$ cat src/hdl/mlf_pkg.sv
// Package for the MAC learning forwarder: widths, constants, learn codes and the
// request record that travels along the cell chain. No dependencies.
`timescale 1ns / 1ps

package mlf_pkg;

	localparam int MAC_W         = 48;
	localparam int PORT_W        = 3;
	localparam int CFG_W         = 4;
	localparam int MASK_W        = 8;
	localparam int GROUP_BIT     = 40;
	localparam int MAX_PORTS     = 8;
	localparam int TABLE_DEFAULT = 64;
	localparam logic [CFG_W-1:0] PORTS_RESET = CFG_W'(8);
	localparam logic [CFG_W-1:0] PORTS_LIMIT =
		CFG_W'((MAX_PORTS < MASK_W) ? MAX_PORTS : MASK_W);

	typedef enum logic [1:0] {
		LRN_NONE     = 2'd0,
		LRN_UPDATED  = 2'd1,
		LRN_INSERTED = 2'd2,
		LRN_FULL     = 2'd3
	} lrn_status_t;

	typedef struct packed {
		logic              valid;
		logic [MAC_W-1:0]  src_mac;
		logic [MAC_W-1:0]  dst_mac;
		logic [PORT_W-1:0] ingress_port;
		logic              long_enough;
		logic              learned;
		logic              hit;
		logic [PORT_W-1:0] hit_port;
		lrn_status_t       status;
	} req_t;

endpackage

$ cat src/hdl/mlf_cell.sv
// One table cell: holds one MAC entry, learns and looks up for the request
// passing through, and registers the request for the next cell. Uses mlf_pkg.
`timescale 1ns / 1ps

module mlf_cell (
	input  logic          clk,
	input  logic          arst_n,
	input  logic          advance,
	input  mlf_pkg::req_t req_in,
	output mlf_pkg::req_t req_out
);
	import mlf_pkg::*;

	logic              valid_q;
	logic [MAC_W-1:0]  addr_q;
	logic [PORT_W-1:0] port_q;
	req_t              req_s1;

	logic              learn_act;
	logic              upd;
	logic              ins;
	logic              eff_valid;
	logic [MAC_W-1:0]  eff_addr;
	logic [PORT_W-1:0] eff_port;
	logic              hit_here;
	req_t              req_nxt;

	// Entries fill from the front of the chain and are never removed, so the
	// first empty cell a request meets means the address is nowhere further on.
	always_comb begin
		learn_act = req_in.valid & req_in.long_enough & ~req_in.src_mac[GROUP_BIT]
			& ~req_in.learned;
		upd       = learn_act & valid_q & (addr_q == req_in.src_mac);
		ins       = learn_act & ~valid_q;
		eff_valid = valid_q | ins;
		eff_addr  = ins ? req_in.src_mac : addr_q;
		eff_port  = (upd | ins) ? req_in.ingress_port : port_q;
		hit_here  = req_in.valid & req_in.long_enough & ~req_in.hit & eff_valid
			& (eff_addr == req_in.dst_mac);

		req_nxt         = req_in;
		req_nxt.learned = req_in.learned | upd | ins;
		if (upd) begin
			req_nxt.status = LRN_UPDATED;
		end else if (ins) begin
			req_nxt.status = LRN_INSERTED;
		end
		if (hit_here) begin
			req_nxt.hit      = 1'b1;
			req_nxt.hit_port = eff_port;
		end
	end

	always_ff @(posedge clk or negedge arst_n) begin
		if (!arst_n) begin
			valid_q <= 1'b0;
			req_s1  <= '0;
		end else if (advance) begin
			if (ins) begin
				valid_q <= 1'b1;
			end
			req_s1 <= req_nxt;
		end
	end

	always_ff @(posedge clk) begin
		if (advance && (upd || ins)) begin
			addr_q <= req_in.src_mac;
			port_q <= req_in.ingress_port;
		end
	end

	assign req_out = req_s1;

endmodule

$ cat config.mk
export PLATFORM = sky130hd
export DESIGN_NAME = mlf_cell
export DESIGN_NICKNAME = d
export VERILOG_FILES = /design/src/hdl/mlf_pkg.sv /design/src/hdl/mlf_cell.sv
export SDC_FILE = /design/constraint.sdc
export NUM_CORES = 1
export LEC_CHECK = 0
export BUFFER_PORTS_ARGS = -buffer_cell sky130_fd_sc_hd__buf_2
export CORE_UTILIZATION = 48
export CTS_BUF_LIST = sky130_fd_sc_hd__clkbuf_16
export DETAILED_ROUTE_END_ITERATION = 16
export GPL_TIMING_DRIVEN = 0
export PLACE_DENSITY_LB_ADDON = 0.25
export SKIP_CTS_REPAIR_TIMING = 1
export SLEW_MARGIN = 20
export SYNTH_ARGS = -nofsm -noshare
export SYNTH_HDL_FRONTEND = slang
export SYNTH_SLANG_ARGS = --single-unit
$ cat constraint.sdc
create_clock -name clk -period 7.7 [get_ports clk]
set_input_delay 1.54 -clock clk [delete_from_list [all_inputs] [get_ports clk]]
set_output_delay 1.54 -clock clk [all_outputs]
set_load 0.1 [all_outputs]
==> flow_summary.json <==
{
  "cts_sinks": 160,
  "nFillCells": 1236,
  "drt-initial-drc-count": 454,
  "wl_per_cell_um": 23.44,
  "startpoint_type": "primary input",
  "power_frac_clock_pct": 33.9,
  "cts_tree": "built",
  "endpoint_kind": "register",
  "pwr-share-seq_pct": 38.2,
  "finalClockSkew_ns": 0.007980,
  "vias_per_cell": 5.609,
  "fin_setup_tns_ns": 0,
  "antenna_found_initial": 0,
  "rsz0062_at_grt": "no",
  "fin_nets": 922,
  "firstDrtPassIters": 5,
  "grt_pass1_vias": 5897,
  "syn_area_per_cell_um2": 13.14,
  "reg2reg_depth": 8,
  "slowest_delay_ns": 0.52,
  "rrSetupSlack_ns": 4.28,
  "overflow": 0,
  "switchingPower_mw": 0.9464,
  "cts.htree.levels": 4,
  "p_leak_nw": 4.175,
  "grt_max_degree": 58,
  "p_sw_share_pct": 37.48,
  "hold_viol_final": 0,
  "drv_slew": 0,
  "worstMarginPinSlew_ns": 1.025,
  "hp-class": "register to register",
  "netlist_area_um2": 7541,
  "wl_met1_um": 10680,
  "async_flop_share_pct": 68.13,
  "finalPower_mw": 2.525,
  "hold_path_depth": 1,
  "maxCapViolCount": 0,
  "synth-seq-cells": 160,
  "cts-buffers-inserted": 17,
  "wirelength_um": 24260,
  "ir_worst_vdd_mv": 0.1569,
  "synth_nets": 685,
  "grt_pass1_wl_um": 36070,
  "numPortBuffers": 217,
  "yosysWarnings": 0,
  "cp_slowest_cell": "nor4_4",
  "area_growth_pct": 26.28,
  "synth_cell_types": 51,
  "wl_met2_um": 11800,
  "fin_crit_sh_pct": 57.20,
  "status": "complete, no violations",
  "layout_min_cycle_time_ns": 4.405,
  "cp.required_ns": 8.00,
  "initial_core_util_pct": 49.42,
  "path_max_fanout": 10,
  "gp_congestion": 0.9201,
  "grt_usage_pct": 31.17,
  "slew_headroom_pct": 31.69,
  "arrival_ns": 4.71,
  "postSynthCellCount": 574,
  "layout-drive-gt1-share_pct": 43.69,
  "max_freq_ghz": 0.2270,
  "top_layer_used": "met4",
  "pwr_density_cell_nw_per_um2": 265.2,
  "rows": 45,
  "clock_latency_ns": 0.43,
  "cts-root-buf": "clkbuf_16",
  "dieArea_um2": 16220,
  "cts-root-to-sink-buffers": 2,
  "diodes": 0,
  "drc": 0,
  "internal-power_mw": 1.579,
  "dieWidth_um": 127.3,
  "dr_wl_met3_um": 1409,
  "vias": 5805,
  "synth_enable_flop_cells": 51,
  "ant_nets": 0,
  "seq_area_frac_synth_pct": 56.48,
  "dp_hpwl_um": 18900,
  "setup_violations": 0,
  "design.core.area_um2": 15260,
  "ys.flop_type": "dfrtp_1",
  "clk_pin_slew_ns": 0.06,
  "num_io_pins": 219,
  "crit_chain": "buf_2, nand4bb_1, nor2_1, buf_2, nand2_1, a32oi_1, nand4_1, nor4_4, mux2_1, mux2_1",
  "dieHeight_um": 127.3,
  "path_class": "primary input to register",
  "pwr-share-comb_pct": 27.9
}
==> per-stage QoR <==
stage	cells	worst slack, ns	utilization [%]	hold WS (ns)	instance area, um^2
global placement	1002	1.833	58.27	0.4688	8891
global route	1035	3.167	62.41	0.5179	9523
finish	1035	3.295	62.41	0.4914	9523
floorplan	574	3.395	-	0.5939	7541
CTS	1035	3.330	62.41	0.4927	9523
detailed placement	1003	2.892	58.51	0.4785	8927
==> synthesized netlist by cell type (3+ instances only) <==
cell / instances / share of area, %
nand2b_1: 17 / 1.4
nor2_1: 12 / 0.60
xor2_1: 38 / 4.4
inv_1: 38 / 1.9
buf_1: 4 / 0.20
mux2_1: 6 / 0.90
dfrtp_1: 109 / 36
nand2_1: 14 / 0.70
and3_1: 3 / 0.25
mux2i_1: 8 / 1.1
edfxtp_1: 51 / 20
a21oi_1: 11 / 0.73
and2_1: 3 / 0.25
a222oi_1: 6 / 0.80
o211ai_1: 3 / 0.30
nor4_1: 16 / 1.3
xnor2_1: 38 / 4.4
a2111oi_0: 3 / 0.35
clkbuf_1: 9 / 0.45
o221ai_1: 3 / 0.35
o21ai_0: 5 / 0.33
o2111ai_1: 7 / 0.81
nor2b_1: 6 / 0.50
nand3_1: 6 / 0.40
mux2_2: 106 / 16
o22ai_1: 14 / 1.2
nand4_1: 9 / 0.75
==> power by group through the flow <==
stage               clock, mW  combinational, mW  sequential, mW
floorplan                   0              0.108            1.40
global placement            0              0.698           0.975
detailed placement          0              0.705           0.979
CTS                     0.866              0.706           0.964
global route            0.906              0.726           0.970
finish                  0.857              0.705           0.964
==> sequential cells by signal (all words and copies together), names as in the netlist <==
register  flops
req_out     108
addr_q       48
port_q        3
valid_q       1
==> layer usage <==
| metal | vias to the layer above | track usage, % |
|---|---|---|
| met2 | 238 | 51.46 |
| met5 | - | 0 |
| met3 | 33 | 5.905 |
| met1 | 2953 | 42.42 |
| met4 | 0 | 7.913 |
| li1 | 2581 | - |
==> critical path: cells and delay by family <==
family,cells,cell delay (ns)
AO/OA/AOI/OAI,1,0.31
buffers and inverters,2,0.51
multiplexers,2,0.69
AND/OR/NAND/NOR,5,1.66
==> kinds of logic after synthesis <==
logic type,synth area share [%]
AO/OA/AOI/OAI,6.654
XOR/XNOR,8.827
buffers and inverters,2.821
flip-flops,56.48
multiplexers,17.79
AND/OR/NAND/NOR,7.433
==> area by class of cell <==
type	instances	area [um^2]	share of cell area (%)
tap	211	264.0	2.772
buffer	15	58.81	0.6175
multi-input combinational	358	3072	32.26
sequential	160	4259	44.72
clock inverter	15	170.2	1.787
clock buffer	17	425.4	4.467
inverter	41	153.9	1.616
timing repair buffer	218	1120	11.76
==> final timing paths <==
path / startpoint / end
min in group asynchronous: arst_n / req_out[72]
setup reg to reg: addr_q[42] / req_out[3]
hold reg to reg: req_out[2] / req_out[2]
max in group asynchronous: arst_n / req_out[79]
setup / recovery: req_in[99] / req_out[3]
hold / removal: req_out[2] / req_out[2]
==> layout by cell type (no fill, tap or decap), drive strengths merged, types with 2 or more instances in the layout <==
cell	n
inv	46
clkbuf	26
bufinv	3
nand2b	17
nor2b	6
and2	3
o2111ai	7
a22oi	2
o221ai	3
xor2	38
xnor2	38
clkinvlp	4
nor4	17
a32oi	2
mux2	112
and3	3
clkinv	3
o21ai	5
nor2	12
o22ai	14
a222oi	6
edfxtp	51
a2111oi	3
buf	224
dfrtp	109
a21oi	11
nand2	15
o211ai	3
mux2i	8
nand3	6
nand4	9
a221oi	2
No activity file was read; power rests on OpenSTA's default activity.
