$ cat config.mk
export PLATFORM = sky130hd
export DESIGN_NAME = mlf_out
export DESIGN_NICKNAME = d
export VERILOG_FILES = /design/src/hdl/mlf_pkg.sv /design/src/hdl/mlf_out.sv
export SDC_FILE = /design/constraint.sdc
export NUM_CORES = 1
export LEC_CHECK = 0
export BUFFER_PORTS_ARGS = -buffer_cell sky130_fd_sc_hd__buf_2
export CAP_MARGIN = 20
export CORE_MARGIN = 2
export CORE_UTILIZATION = 29
export DETAILED_ROUTE_END_ITERATION = 10
export PLACE_DENSITY = 0.86
export SLEW_MARGIN = 20
export SYNTH_ARGS = -nofsm -noshare
export SYNTH_HDL_FRONTEND = slang
export SYNTH_SLANG_ARGS = --single-unit
$ cat constraint.sdc
create_clock -name clk -period 2.3 [get_ports clk]
set_clock_uncertainty 0.1 [all_clocks]
set_input_delay 0.345 -clock clk [delete_from_list [all_inputs] [get_ports clk]]
set_output_delay 0.345 -clock clk [all_outputs]
set_load 0.05 [all_outputs]
$ cat src/hdl/mlf_pkg.sv
// Package for the MAC learning forwarder: widths, constants, learn codes and the
// request record that travels along the cell chain. No dependencies.
`timescale 1ns / 1ps

package mlf_pkg;

	localparam int MAC_W         = 48;
	localparam int PORT_W        = 3;
	localparam int CFG_W         = 4;
	localparam int MASK_W        = 8;
	localparam int GROUP_BIT     = 40;
	localparam int MAX_PORTS     = 8;
	localparam int TABLE_DEFAULT = 64;
	localparam logic [CFG_W-1:0] PORTS_RESET = CFG_W'(8);
	localparam logic [CFG_W-1:0] PORTS_LIMIT =
		CFG_W'((MAX_PORTS < MASK_W) ? MAX_PORTS : MASK_W);

	typedef enum logic [1:0] {
		LRN_NONE     = 2'd0,
		LRN_UPDATED  = 2'd1,
		LRN_INSERTED = 2'd2,
		LRN_FULL     = 2'd3
	} lrn_status_t;

	typedef struct packed {
		logic              valid;
		logic [MAC_W-1:0]  src_mac;
		logic [MAC_W-1:0]  dst_mac;
		logic [PORT_W-1:0] ingress_port;
		logic              long_enough;
		logic              learned;
		logic              hit;
		logic [PORT_W-1:0] hit_port;
		lrn_status_t       status;
	} req_t;

endpackage

$ cat src/hdl/mlf_out.sv
// Result stage: turns the request leaving the last cell into the egress mask,
// flood flag and learn status, held in the output register. Uses mlf_pkg.
`timescale 1ns / 1ps

module mlf_out (
	input  logic                      clk,
	input  logic                      arst_n,
	input  logic                      advance,
	input  mlf_pkg::req_t             req_in,
	input  logic [mlf_pkg::CFG_W-1:0] ports_in_use,
	output logic                      out_valid,
	output logic [mlf_pkg::MASK_W-1:0] egress_mask,
	output logic                      flooded,
	output logic [1:0]                learn_status
);
	import mlf_pkg::*;

	logic [CFG_W-1:0]  n_ports;
	logic [MASK_W-1:0] act_mask;
	logic [MASK_W-1:0] mask_nxt;
	lrn_status_t       status_nxt;

	logic              out_valid_q;
	logic [MASK_W-1:0] mask_q;
	logic              flooded_q;
	lrn_status_t       status_q;

	always_comb begin
		n_ports  = (ports_in_use > PORTS_LIMIT) ? PORTS_LIMIT : ports_in_use;
		act_mask = MASK_W'(((MASK_W+1)'(1) << n_ports) - (MASK_W+1)'(1));
		if (req_in.hit) begin
			mask_nxt = (MASK_W'(1) << req_in.hit_port) & act_mask;
		end else begin
			mask_nxt = act_mask & ~(MASK_W'(1) << req_in.ingress_port);
		end
		// A unicast source that found neither its entry nor a free cell is reported as LRN_FULL.
		if (req_in.long_enough && !req_in.src_mac[GROUP_BIT] && !req_in.learned) begin
			status_nxt = LRN_FULL;
		end else begin
			status_nxt = req_in.status;
		end
	end

	always_ff @(posedge clk or negedge arst_n) begin
		if (!arst_n) begin
			out_valid_q <= 1'b0;
		end else if (advance) begin
			out_valid_q <= req_in.valid;
		end
	end

	always_ff @(posedge clk) begin
		if (advance) begin
			mask_q    <= mask_nxt;
			flooded_q <= ~req_in.hit;
			status_q  <= status_nxt;
		end
	end

	assign out_valid    = out_valid_q;
	assign egress_mask  = mask_q;
	assign flooded      = flooded_q;
	assign learn_status = status_q;

endmodule

==> results, run 1 <==
- The flow ran to the end, and the final reports show no timing, DRC or antenna violations.
- The height of the die is 54.2 um.
- The total detailed-routing wirelength is approximately 1.6 mm.
- For this block, the initial DRC count from the detailed router was 9.
- The floorplan has 18 rows.
- The cell leakage power is 0.354 nW.
- The class of the most critical hold timing path is primary input to flip-flop.
- The capture instance of the worst register-to-register path is out_valid.
- The summed instance area of the synthesized netlist is 729 sq um.
- After clock tree synthesis, the clock-pin slew on the worst setup and hold paths is around 0.07 ns.
- The met3 layer wire length in the routed design is ~140 um.
- Data on the critical path arrives at its endpoint at 1.78 ns.
- The floorplan step set the die width to between 50 and 60 um.
- The longest clock path from root to sink contains 2 buffers.
- The number of global-route vias before repair is between 500 and 600.
- The net count of the finished layout is ~210.
- The final max-slew violation count came to 0.
- The pin count of the biggest net entering global routing is 13.
- The remaining antenna violation count is 0.
- The quantity of I/O buffers inserted on ports is 31.
- The proportion of layout cells with a drive suffix above 1 is a little under half.
- The sequential standard cell area is about 360 sq um.
- The worst setup path is captured at a flip-flop.
- Along the worst path, the maximum fanout reaches 6.
- Counting the fill cells in the layout gives between 200 and 250.
- For this block, wires on met1 add up to roughly 620 um.
- The first detailed-routing pass ran for 4 iterations.
- The number of antenna violations at the first check in global routing is 0.
- The number of placed instances, taps included is roughly 120.
- CTS built an H-tree with a depth of 1.
- TritonCTS built the clock tree.
- Across all register-to-register paths, the minimum setup slack is 1.45 ns.
- The number of setup buffers added after CTS is 0.
- The cell depth of the worst flop-to-flop path is 1.
- Max-cap violations in this run came to 0.
- VDD sags by at most between 0.3 and 0.4 mV.
- Adding up every negative setup slack in the final design gives 0 ns.
- The initial utilization of the core area, before any placement, comes to 30.0%.
- The congestion estimate from routability-driven global placement came to 0.825.
- The worst-case headroom to the max-slew limit is 81.4%.
- The actual transition at the worst max-transition pin is 0.277 ns.
- Across all layers, the routed design uses approximately 640 vias.
- In the synthesized netlist the async set-or-reset flop fraction comes to between 8 and 9%.
- The final hold violation count is 0.
- Timing would allow up to 533 MHz.
- Buffers inserted during clock tree synthesis total 3.
- The HPWL after detailed placement is roughly 1.2 mm.
- For this design the ratio of total power to cell area is 606 nW/um^2.
- The routed wire length on met2 is approximately 800 um.
- The clock latency on the worst-skew pair is around 0.25 ns.
- Clock tree synthesis selected as its root buffer the cell clkbuf_4.
- The number of hold buffers added after CTS was 1.
- The final cell count without fillers is ~130.
- The worst register-to-register path begins at out_valid.
- The post-detailed-route wirelength per cell is around 12 um.
- Counting every net in the synthesized netlist gives ~180.
- After detailed routing, the number of remaining DRC violations is 0.
- The signed area change from the synthesized netlist to the final layout is 26.9%.
- The floorplan step defined a die boundary enclosing about 3000 sq um.
- The topmost layer with routed signal wires is met3.
- The count of warnings emitted by yosys is 0.
- The worst path in the final design needs a cycle of 1.88 ns, including I/O delays and setup.
- The mean number of vias per cell is between 5 and 6.
- In the synthesized netlist, the number of instances is 67.
- Sequential cells were found to cover between 40% and 50% of the synthesized design area.
- The count of instances resized after the clock tree is built is 0.
- The data required time of the critical path is ~2.2 ns.
- The antenna diode count is 0.
- Setup violations remaining at the end of the flow were counted as 0.
- The primary flip-flop cell chosen by synthesis mapping is edfxtp_1.
- In the finished design, the share of the clock period the worst path needs comes to 81.6%.
- Setup repair after global routing left no endpoint under its margin.
- The number of distinct library cells after synthesis is 30.
- The core footprint is about 2400 sq um.
- CTS saw 12 sinks.
- The number of flip-flops and latches in the synthesized netlist is 12.
- The total overflow left after global routing is 0.
- After synthesis, the mean cell area works out to roughly 11 sq um.
- The first-pass GRT wire length is between 2 and 2.5 mm.
- The worst hold path terminates at out_valid.
- Global routing used around a tenth of the available tracks across all layers.
- The startpoint identified for the worst hold timing path is req_in[107].
- The library cell used most frequently in the layout, excluding fill and tap cells, is buf_2.
- The worst hold path stage count is 2.
- The I/O pin count is 127.
- STA classifies the critical path startpoint as a primary input.
- In the final layout, the multi-input gates occupy around 340 sq um.
- The critical path is of the primary input to flip-flop type.
- The count of flip-flops with a built-in enable after synthesis is 11.
- The library cells used most frequently in the layout, excluding fill and tap cells, are 31 x buf_2, 11 x edfxtp_1, 5 x nor3_1, 5 x nand2_1, 4 x a21oi_1.
==> cells in the mapped netlist (all sizes together), types with 2 or more instances <==
master	instances	share of area, %
nand3	2	1.4
nor3	5	3.4
a21oi	5	3.9
nand2	5	2.6
clkbuf	3	1.5
o22ai	2	1.7
or2	2	1.7
edfxtp	11	45
nor3b	3	3.1
o21ai	3	2.6
nand3b	3	3.1
nor4b	4	6.9
a211oi	2	2.1
buf	3	2.9
nor2	3	1.5
==> critical path, stage by stage <==
cell	delay, ns
buf_2	0.14
or4_4	0.55
ha_1	0.25
and2_2	0.20
o211ai_1	0.19
a221oi_2	0.10
==> cell families (layout without fill, tap and decap cells) <==
| kind of cell | Yosys count | count (layout) | share of synthesized area [%] |
|---|---|---|---|
| adders and majority gates | 1 | 1 | 1.71 |
| DFF | 12 | 12 | 48.7 |
| and+or+nand+nor | 30 | 30 | 27.4 |
| buffers and inverters | 7 | 37 | 4.97 |
| muxes | 1 | 1 | 1.54 |
| AOI/OAI and AO/OA | 16 | 16 | 15.6 |
==> where the power goes <==
group	internal, W	total (W)	switching, W
clock	0.0000668	0.000124	0.0000568
combinational	0.0000490	0.000172	0.000123
sequential	0.000262	0.000266	0.00000449
==> through the flow <==
| step | util (%) | setup slack (ns) | hold slack (ns) | cell area [sq um] | power [W] |
|---|---|---|---|---|---|
| finish | 38.1 | 0.423 | 0.235 | 926 | 0.000561 |
| global route | 38.1 | 0.345 | 0.228 | 926 | 0.000593 |
| CTS | 38.1 | 0.431 | 0.235 | 926 | 0.000566 |
| detailed placement | 36.6 | 0.151 | 0.0234 | 890 | 0.000441 |
| global placement | 36.6 | 0.189 | 0.0196 | 890 | 0.000436 |
| floorplan | - | 0.320 | -0.0506 | 729 | 0.000393 |
==> sequential cells by signal, summed over array words and instances, names as in the netlist <==
signal / count
egress_mask: 8
learn_status: 2
flooded: 1
out_valid: 1
==> worst max-delay path by stage <==
| stage | start | endpoint | cells past startpoint |
|---|---|---|---|
| finish | ports_in_use[0] | egress_mask[6] | 6 |
| global route | ports_in_use[0] | egress_mask[6] | 6 |
| CTS | ports_in_use[0] | egress_mask[6] | 6 |
| detailed placement | ports_in_use[0] | egress_mask[6] | 6 |
| global placement | ports_in_use[0] | egress_mask[6] | 6 |
| floorplan | ports_in_use[2] | egress_mask[6] | 6 |
==> per-layer routing <==
| metal | track usage (%) | vias to the layer above |
|---|---|---|
| met3 | 2.22 | 0 |
| met5 | 0 | - |
| li1 | - | 322 |
| met4 | 3.75 | 0 |
| met2 | 18.1 | 27 |
| met1 | 10.5 | 290 |
==> final cells by class <==
| cell class | instances | area share, % |
|---|---|---|
| inverters | 1 | 0.405 |
| repair buffers | 32 | 17.8 |
| clock buffers | 4 | 2.84 |
| multi-input cells | 48 | 36.5 |
| flip-flops and latches | 12 | 38.4 |
| well taps | 30 | 4.05 |
No activity file was read; power rests on OpenSTA's default activity.
==> inputs of run 2 (changes only) <==
Settings changed: CORE_UTILIZATION 29 to 24, PLACE_DENSITY 0.86 to 0.76.
Clock period 2.3 ns to 1.6 ns, I/O delays scaled along.
==> run 2 against run 1 <==
  * Via count decreased by 0.16%
  * Clock power increased by 51%
  * Critical endpoint unchanged
  * Register-to-register slack got worse by 0.69 ns
  * Critical path type unchanged
  * Final area increased by 7.3%
  * Flip-flop and latch count unchanged
  * Global-route usage decreased by 1.3 points
==> results, run 2 (synthesized netlist as in run 1, its figures left out) <==
- Result of the run: finished, final reports clean (unchanged).
- The first-pass detailed-route iteration total came to 4 (unchanged).
- The DRC violation total after the first TritonRoute iteration is 13 (was 9).
- The worst-case headroom to the max-slew limit is 82.2% (was 81.4%).
- The start point of the worst min-delay path is req_in[107] (unchanged).
- The final-layout worst hold slack is 0.118 ns (was 0.235 ns).
- The final critical path takes up between 90% and 100% of the cycle.
- The data required time of the critical path is 1.51 ns (was 2.20 ns).
- The achievable clock frequency is around 640 MHz.
- The final max-slew violation count is 0 (unchanged).
- The total number of clock tree sinks is 12 (unchanged).
- The power per cell area is 834 nW/um^2 (was 606 nW/um^2).
- The number of antenna violations at the first check in global routing was 0 (unchanged).
- The post-route DRC violation count is 0 (unchanged).
- The worst setup slack for register-to-register paths is 0.76 ns (was 1.45 ns).
- The portion of total power attributed to sequential cells is 46.2% (was 47.4%).
- The pin count of the biggest net entering global routing was 13 (unchanged).
- The mean number of vias per cell is 4.69 (was 5.03).
- The final weighted congestion in routability-driven placement came to 0.883 (was 0.825).
- The overall die area is 3500 sq um (was 2930 sq um).
- The proportion of layout cells with a drive suffix above 1 is 50.5% (was 45.4%).
- The core footprint is 2980 sq um (was 2430 sq um).
- The final hold violation count is 0 (unchanged).
- The number of core rows is 20 (was 18).
- The count of max-cap constraint violations was 0 (unchanged).
- The most frequent standard cell in the layout excluding fill and tap cells is buf_2 (unchanged).
- The type of origin of the critical path is a primary input (unchanged).
- The remaining antenna violation count is 0 (unchanged).
- The total congestion overflow after global routing is 0 (unchanged).
- The clock power share is 22.5% (was 22.0%).
- The reg-to-reg startpoint is out_valid (unchanged).
- The clock latency on the worst-skew pair is 0.26 ns (was 0.25 ns).
- The I/O pin count is 127 (unchanged).
- The maximum number of buffers from clock root to sink is 2 (unchanged).
- The number of global-route vias before repair is 542 (was 508).
- The number of placed instances, taps included is 131 (was 122).
- The height of the die is 59.1 um (was 54.2 um).
- The antenna diode count came to 0 (unchanged).
- The final cell count without fillers is 136 (was 127).
- The cell-internal power is 0.000554 W (was 0.000378 W).
- The detailed-route via count is 638 (was 639).
- The CTS buffer count is 3 (unchanged).
- The switching portion of total power is 33.1% (was 32.7%).
- The quantity of I/O buffers inserted on ports came to 31 (unchanged).
- The signed area change from the synthesized netlist to the final layout is 36.2% (was 26.9%).
- The total global-route track usage is 8.43% (was 9.72%).
- The initial core utilization came to 24.5% (was 30.0%).
- The flip-flop count of the largest register, all copies and words added is 8 (unchanged).
- The first-pass GRT wire length is 2.24 mm (was 2.05 mm).
- The cell leakage power is 0.386 nW (was 0.354 nW).
- The actual transition at the worst max-transition pin is 0.264 ns (was 0.277 ns).
- The logic gate share of total power was 31.3% (was 30.6%).
- The number of setup buffers added after CTS was 0 (unchanged).
- The total detailed-routing wirelength is 1.54 mm (was 1.56 mm).
- Commonest cells after routing, fill and taps aside: 31 x buf_2, 11 x edfxtp_1, 6 x buf_4, 5 x nand2_1 (was 31 x buf_2, 11 x edfxtp_1, 5 x nor3_1, 5 x nand2_1, 4 x a21oi_1).
- The data arrival time of the critical path is 1.49 ns (was 1.78 ns).
- The number of H-tree branching levels is 1 (unchanged).
- The worst setup path startpoint is ports_in_use[0] (unchanged).
- The maximum fanout along the worst path is 3 (was 6).
- The placed wire-length estimate after detailed placement is 1.24 mm (about the same).
- The setup violation total in the final timing report is 0 (unchanged).
- The category of the most critical setup path is primary input to flip-flop (unchanged).
- The capturing element type of the critical path was a flip-flop (unchanged).
- The CTS tree is yes (unchanged).
- The number of nets in the layout is 220 (was 214).
- The width of the die was 59.1 um (was 54.2 um).
- The class of the most critical hold timing path is primary input to flip-flop (unchanged).
- The post-detailed-route wirelength per cell is 11.3 um (was 12.3 um).
- The net switching power of the design is 0.000275 W (was 0.000184 W).
- The smallest clock period supported by the final layout is computed as between 1.5 and 2 ns.
- The clock input transition at the sequential cells of the worst setup and hold paths is 0.08 ns (was 0.07 ns).
- The cell at the root of the clock tree is clkbuf_4 (unchanged).
- The largest vdd supply drop is 0.186 mV (was 0.312 mV).
run 2: cell types whose count changed in the layout (fill, tap and decap cells not counted):
cell / previous run / this run
and2_4: 0 / 1
ha_1: 1 / 0
nor3_2: 0 / 1
and2_2: 1 / 0
ha_4: 0 / 1
buf_4: 0 / 6
nor3_1: 5 / 4
run 2: path summary, 6_finish.rpt:
check                            endpoint  depth (start not counted)
setup / recovery           egress_mask[6]                          6
hold / removal                  out_valid                          2
setup reg to reg                out_valid                          1
hold reg to reg                 out_valid                          1
max in group asynchronous       out_valid                          2
min in group asynchronous       out_valid                          2
run 2: layout make-up:
cell class                      instances  area (sq um)
Sequential cell                        12           355
Timing Repair Buffer                   38           210
Inverter                                1          3.75
Clock buffer                            4          26.3
Tap cell                               33          41.3
Fill cell                             298          1980
Multi-Input combinational cell         48           357
run 2: what timing repair did:
action,in CTS,in global routing
resized for setup,0,1
endpoints found under the setup margin,0,1
hold buffers,1,0
endpoints found under the hold margin,1,0
run 2: metal layers:
metal	global-route usage, %	vias up	wire (um)
li1	-	333	-
met1	10.1	279	688
met2	14.4	26	732
met3	2.40	0	122
met4	2.92	0	0
met5	0	-	0
run 2: power by group through the flow:
stage / Combinational [W] / Sequential, W / Clock (W)
2_1_floorplan: 0.0000741 / 0.000495 / 0
3_3_place_gp: 0.000253 / 0.000390 / 0
3_5_place_dp: 0.000258 / 0.000390 / 0
4_1_cts: 0.000260 / 0.000383 / 0.000193
5_1_grt: 0.000276 / 0.000385 / 0.000209
6_report: 0.000259 / 0.000382 / 0.000187
run 2: critical path: stages:
cell and delay [ns]:
buf_2 0.10, or4_4 0.55, ha_4 0.19, and2_4 0.13, o211ai_1 0.20, a221oi_2 0.08
run 2: metrics by stage:
stage          setup TNS, ns  utilization [%]  power, W  setup WS (ns)  instance area [sq um]
6_report                   0             33.4  0.000829         0.0270                    993
2_1_floorplan         -0.213                -  0.000569         -0.213                    747
3_3_place_gp          -0.376             32.0  0.000642         -0.228                    952
5_1_grt              -0.0236             33.4  0.000870        -0.0236                    993
4_1_cts                    0             33.2  0.000836         0.0322                    988
3_5_place_dp          -0.452             32.0  0.000648         -0.260                    952
==> inputs of run 3 (changes only) <==
--- a/config.mk
+++ b/config.mk
@@ -10,5 +10,6 @@
 export CORE_MARGIN = 2
-export CORE_UTILIZATION = 24
+export CORE_UTILIZATION = 25
+export CTS_BUF_LIST = sky130_fd_sc_hd__clkbuf_4
 export DETAILED_ROUTE_END_ITERATION = 10
-export PLACE_DENSITY = 0.76
+export PLACE_DENSITY = 0.78
 export SLEW_MARGIN = 20
==> constraint.sdc (replaced) <==
create_clock -name clk -period 1.6 [get_ports clk]
set_clock_uncertainty 0.1 [all_clocks]
set_input_delay 0.08 -clock clk [delete_from_list [all_inputs] [get_ports clk]]
set_output_delay 0.08 -clock clk [all_outputs]
set_load 0.05 [all_outputs]
==> run 3 against run 2 <==
  * Global-route usage is 2.5 points higher
  * Core utilization is 3.5 points higher
  * Final cell count is 0.74% higher
  * Flip-flop and latch count stayed put
  * First-iteration DRC count is 31% lower
  * Critical path depth stayed put
  * Sequential share of layout area is 0.79 points lower
  * Count of clock-buffer cells in the layout is 1 lower
  * Non-clock buffer count is 3 higher
  * Final area is 2.3% higher
  * Maximum frequency is 8.6% higher
  * Register-to-register slack hardly changed
  * Critical path type unchanged
==> results, run 3 (synthesized netlist as in run 1, its figures left out) <==
- The final-layout worst hold slack is 0.0202 ns (was 0.118 ns).
- The capture instance of the worst register-to-register path was out_valid (unchanged).
- Result of the run: finished, final reports clean (unchanged).
- The total congestion overflow after global routing is 0 (unchanged).
- Setup repair after global routing left no endpoint under its margin.
- The actual transition at the worst max-transition pin is 0.273 ns (was 0.264 ns).
- The final clock period utilization by the worst path is 90.5% (was 98.3%).
- The initial core utilization is 26.5% (was 24.5%).
- Crit-path cells: buf_2 > or4_4 > ha_4 > nor3_1 > o211ai_1 > a221oi_2 (was buf_2 > or4_4 > ha_4 > and2_4 > o211ai_1 > a221oi_2).
- The quantity of I/O buffers inserted on ports came to 31 (unchanged).
- The number of nets in the layout was 223 (was 220).
- The worst-case headroom to the max-slew limit came to 81.6% (was 82.2%).
- The number of placed instances, taps included is 129 (was 131).
- The first-pass GRT wire length was 2.86 mm (was 2.24 mm).
- The data arrival time of the critical path is 1.43 ns (was 1.49 ns).
- The most frequent standard cell in the layout excluding fill and tap cells is buf_2 (unchanged).
- The cell at the root of the clock tree is clkbuf_4 (unchanged).
- The post-route DRC violation count came to 0 (unchanged).
- The worst setup slack for register-to-register paths is 0.76 ns (about the same).
- The count of max-cap constraint violations is 0 (unchanged).
- The achievable clock frequency is 690 MHz (was 636 MHz).
- The number of H-tree branching levels is 1 (unchanged).
- The met3 layer usage reported by global route is 2.46% (was 2.40%).
- The total detailed-routing wirelength was 1.72 mm (was 1.54 mm).
- The reg-to-reg startpoint is out_valid (unchanged).
- The post-detailed-route wirelength per cell is 12.5 um (was 11.3 um).
- The clock input transition at the sequential cells of the worst setup and hold paths is 0.07 ns (was 0.08 ns).
- The critical path's slowest cell is or4_4 (unchanged).
- The mean number of vias per cell was 5.07 (was 4.69).
- The core footprint is 2760 sq um (was 2980 sq um).
- The final hold violation count is 0 (unchanged).
- The clock latency on the worst-skew pair is 0.26 ns (about the same).
- The number of antenna violations at the first check in global routing is 0 (unchanged).
- The capturing element type of the critical path is a flip-flop (unchanged).
- The CTS tree is yes (unchanged).
- The category of the most critical setup path is primary input to flip-flop (unchanged).
- The pin count of the biggest net entering global routing was 13 (unchanged).
- The first-pass detailed-route iteration total is 4 (unchanged).
- The core utilization of the finished layout is 36.8% (was 33.4%).
- The setup violation total in the final timing report is 0 (unchanged).
- The DRC violation total after the first TritonRoute iteration is 9 (was 13).
- The cell area after layout is 1020 sq um (was 993 sq um).
- The total global-route track usage was 10.9% (was 8.43%).
- The flip-flop count of the largest register, all copies and words added is 8 (unchanged).
- The cell leakage power is 0.398 nW (was 0.386 nW).
- The total number of clock tree sinks is 12 (unchanged).
- The placed wire-length estimate after detailed placement was 1.37 mm (was 1.24 mm).
- Commonest cells after routing, fill and taps aside: 31 x buf_2, 11 x edfxtp_1, 6 x buf_4, 5 x nor3_1, 5 x nand2_1 (was 31 x buf_2, 11 x edfxtp_1, 6 x buf_4, 5 x nand2_1).
- The cell depth of the worst flop-to-flop path is 1 (unchanged).
- The largest vdd supply drop was 0.506 mV (was 0.186 mV).
- The fill cell instance count of the final layout is 277 (was 298).
- The clock period minus final worst setup slack is 1.45 ns (was 1.57 ns).
- The family with the most delay on the worst path is simple AND/OR/NAND/NOR gates (unchanged).
- The CTS buffer count was 3 (unchanged).
- The number of buffers and inverters on the critical path is 1 (unchanged).
- The final weighted congestion in routability-driven placement is 0.757 (was 0.883).
- The I/O pin count is 127 (unchanged).
- The total cell area at the placement stage is 950 sq um (was 952 sq um).
- The number of global-route vias before repair is 669 (was 542).
- The final max-slew violation count is 0 (unchanged).
- The final cell count without fillers is 137 (was 136).
- The height of the die was 58.0 um (was 59.1 um).
- The layer with the highest usage after global routing was met2 (unchanged).
- The signed area change from the synthesized netlist to the final layout is 39.3% (was 36.2%).
- The routing usage on met2 came to 18.2% (was 14.4%).
- The class of the most critical hold timing path is primary input to async pin (was primary input to flip-flop).
- The overall die area was 3370 sq um (was 3500 sq um).
- The remaining antenna violation count is 0 (unchanged).
- The power per cell area is 815 nW/um^2 (was 834 nW/um^2).
- The width of the die is 58.0 um (was 59.1 um).
- The proportion of layout cells with a drive suffix above 1 came to 48.1% (was 50.5%).
- The largest stage delay on the critical path is 0.55 ns (about the same).
- The maximum fanout along the worst path is 3 (unchanged).
- The routing usage on met1 was 13.3% (was 10.1%).
- The type of origin of the critical path is a primary input (unchanged).
- The antenna diode count was 0 (unchanged).
- The maximum number of buffers from clock root to sink is 2 (unchanged).
- The number of setup buffers added after CTS was 0 (unchanged).
- The number of core rows is 19 (was 20).
- The detailed-route via count is 694 (was 638).
- The data required time of the critical path is 1.58 ns (was 1.51 ns).
==> run 3: changes by cell type in the layout (fill, tap and decap cells not counted) <==
cell | previous run | this run
nor3_2 | 1 | 0
dlygate4sd3_1 | 1 | 4
clkbuf_1 | 1 | 0
clkinv_1 | 0 | 1
nor3_1 | 4 | 5
==> run 3: worst max-delay path by stage <==
| stage | startpoint | slack [ns] | endpoint | depth (start not counted) |
|---|---|---|---|---|
| 5_1_grt | ports_in_use[0] | 0.07 | egress_mask[6] | 6 |
| 4_1_cts | ports_in_use[0] | 0.14 | egress_mask[6] | 6 |
| 2_1_floorplan | ports_in_use[2] | -0.05 | egress_mask[6] | 6 |
| 6_report | ports_in_use[0] | 0.15 | egress_mask[6] | 6 |
| 3_5_place_dp | ports_in_use[0] | -0.13 | egress_mask[6] | 6 |
| 3_3_place_gp | ports_in_use[0] | -0.07 | egress_mask[6] | 6 |
==> run 3: metrics by stage <==
step	setup WS, ns	setup TNS, ns	power [W]
after global routing	0.0650	0	0.000871
final	0.151	0	0.000828
after CTS	0.145	0	0.000836
after detailed placement	-0.129	-0.133	0.000650
after global placement	-0.0676	-0.0676	0.000642
after floorplan	-0.0526	-0.0526	0.000569
==> run 3: power by group <==
group	leakage [nW]	total [W]	internal, W	switching, W
logic	0.264	0.000266	0.0000863	0.000180
registers	0.119	0.000383	0.000376	0.00000677
clock network	0.0154	0.000180	0.0000899	0.0000896
total	0.398	0.000828	0.000552	0.000276
==> run 3: final cells by class <==
type / count / area (sq um) / share of cell area (%)
Clock inverter: 1 / 3.75 / 0.369
Tap cell: 31 / 38.8 / 3.82
Multi-Input combinational cell: 48 / 352 / 34.6
Clock buffer: 3 / 22.5 / 2.22
Inverter: 1 / 3.75 / 0.369
Timing Repair Buffer: 41 / 240 / 23.6
Sequential cell: 12 / 355 / 35.0
==> run 3: layer usage <==
layer	vias up	share of wire [%]
met5	-	0
met4	0	1.6
met3	4	8.4
met2	28	47
met1	327	42
li1	335	-
==> run 3: timing repair <==
action | in CTS | in global routing
hold buffers | 4 | 0
gates resized for setup | 0 | 0
hold endpoints to repair | 4 | 0
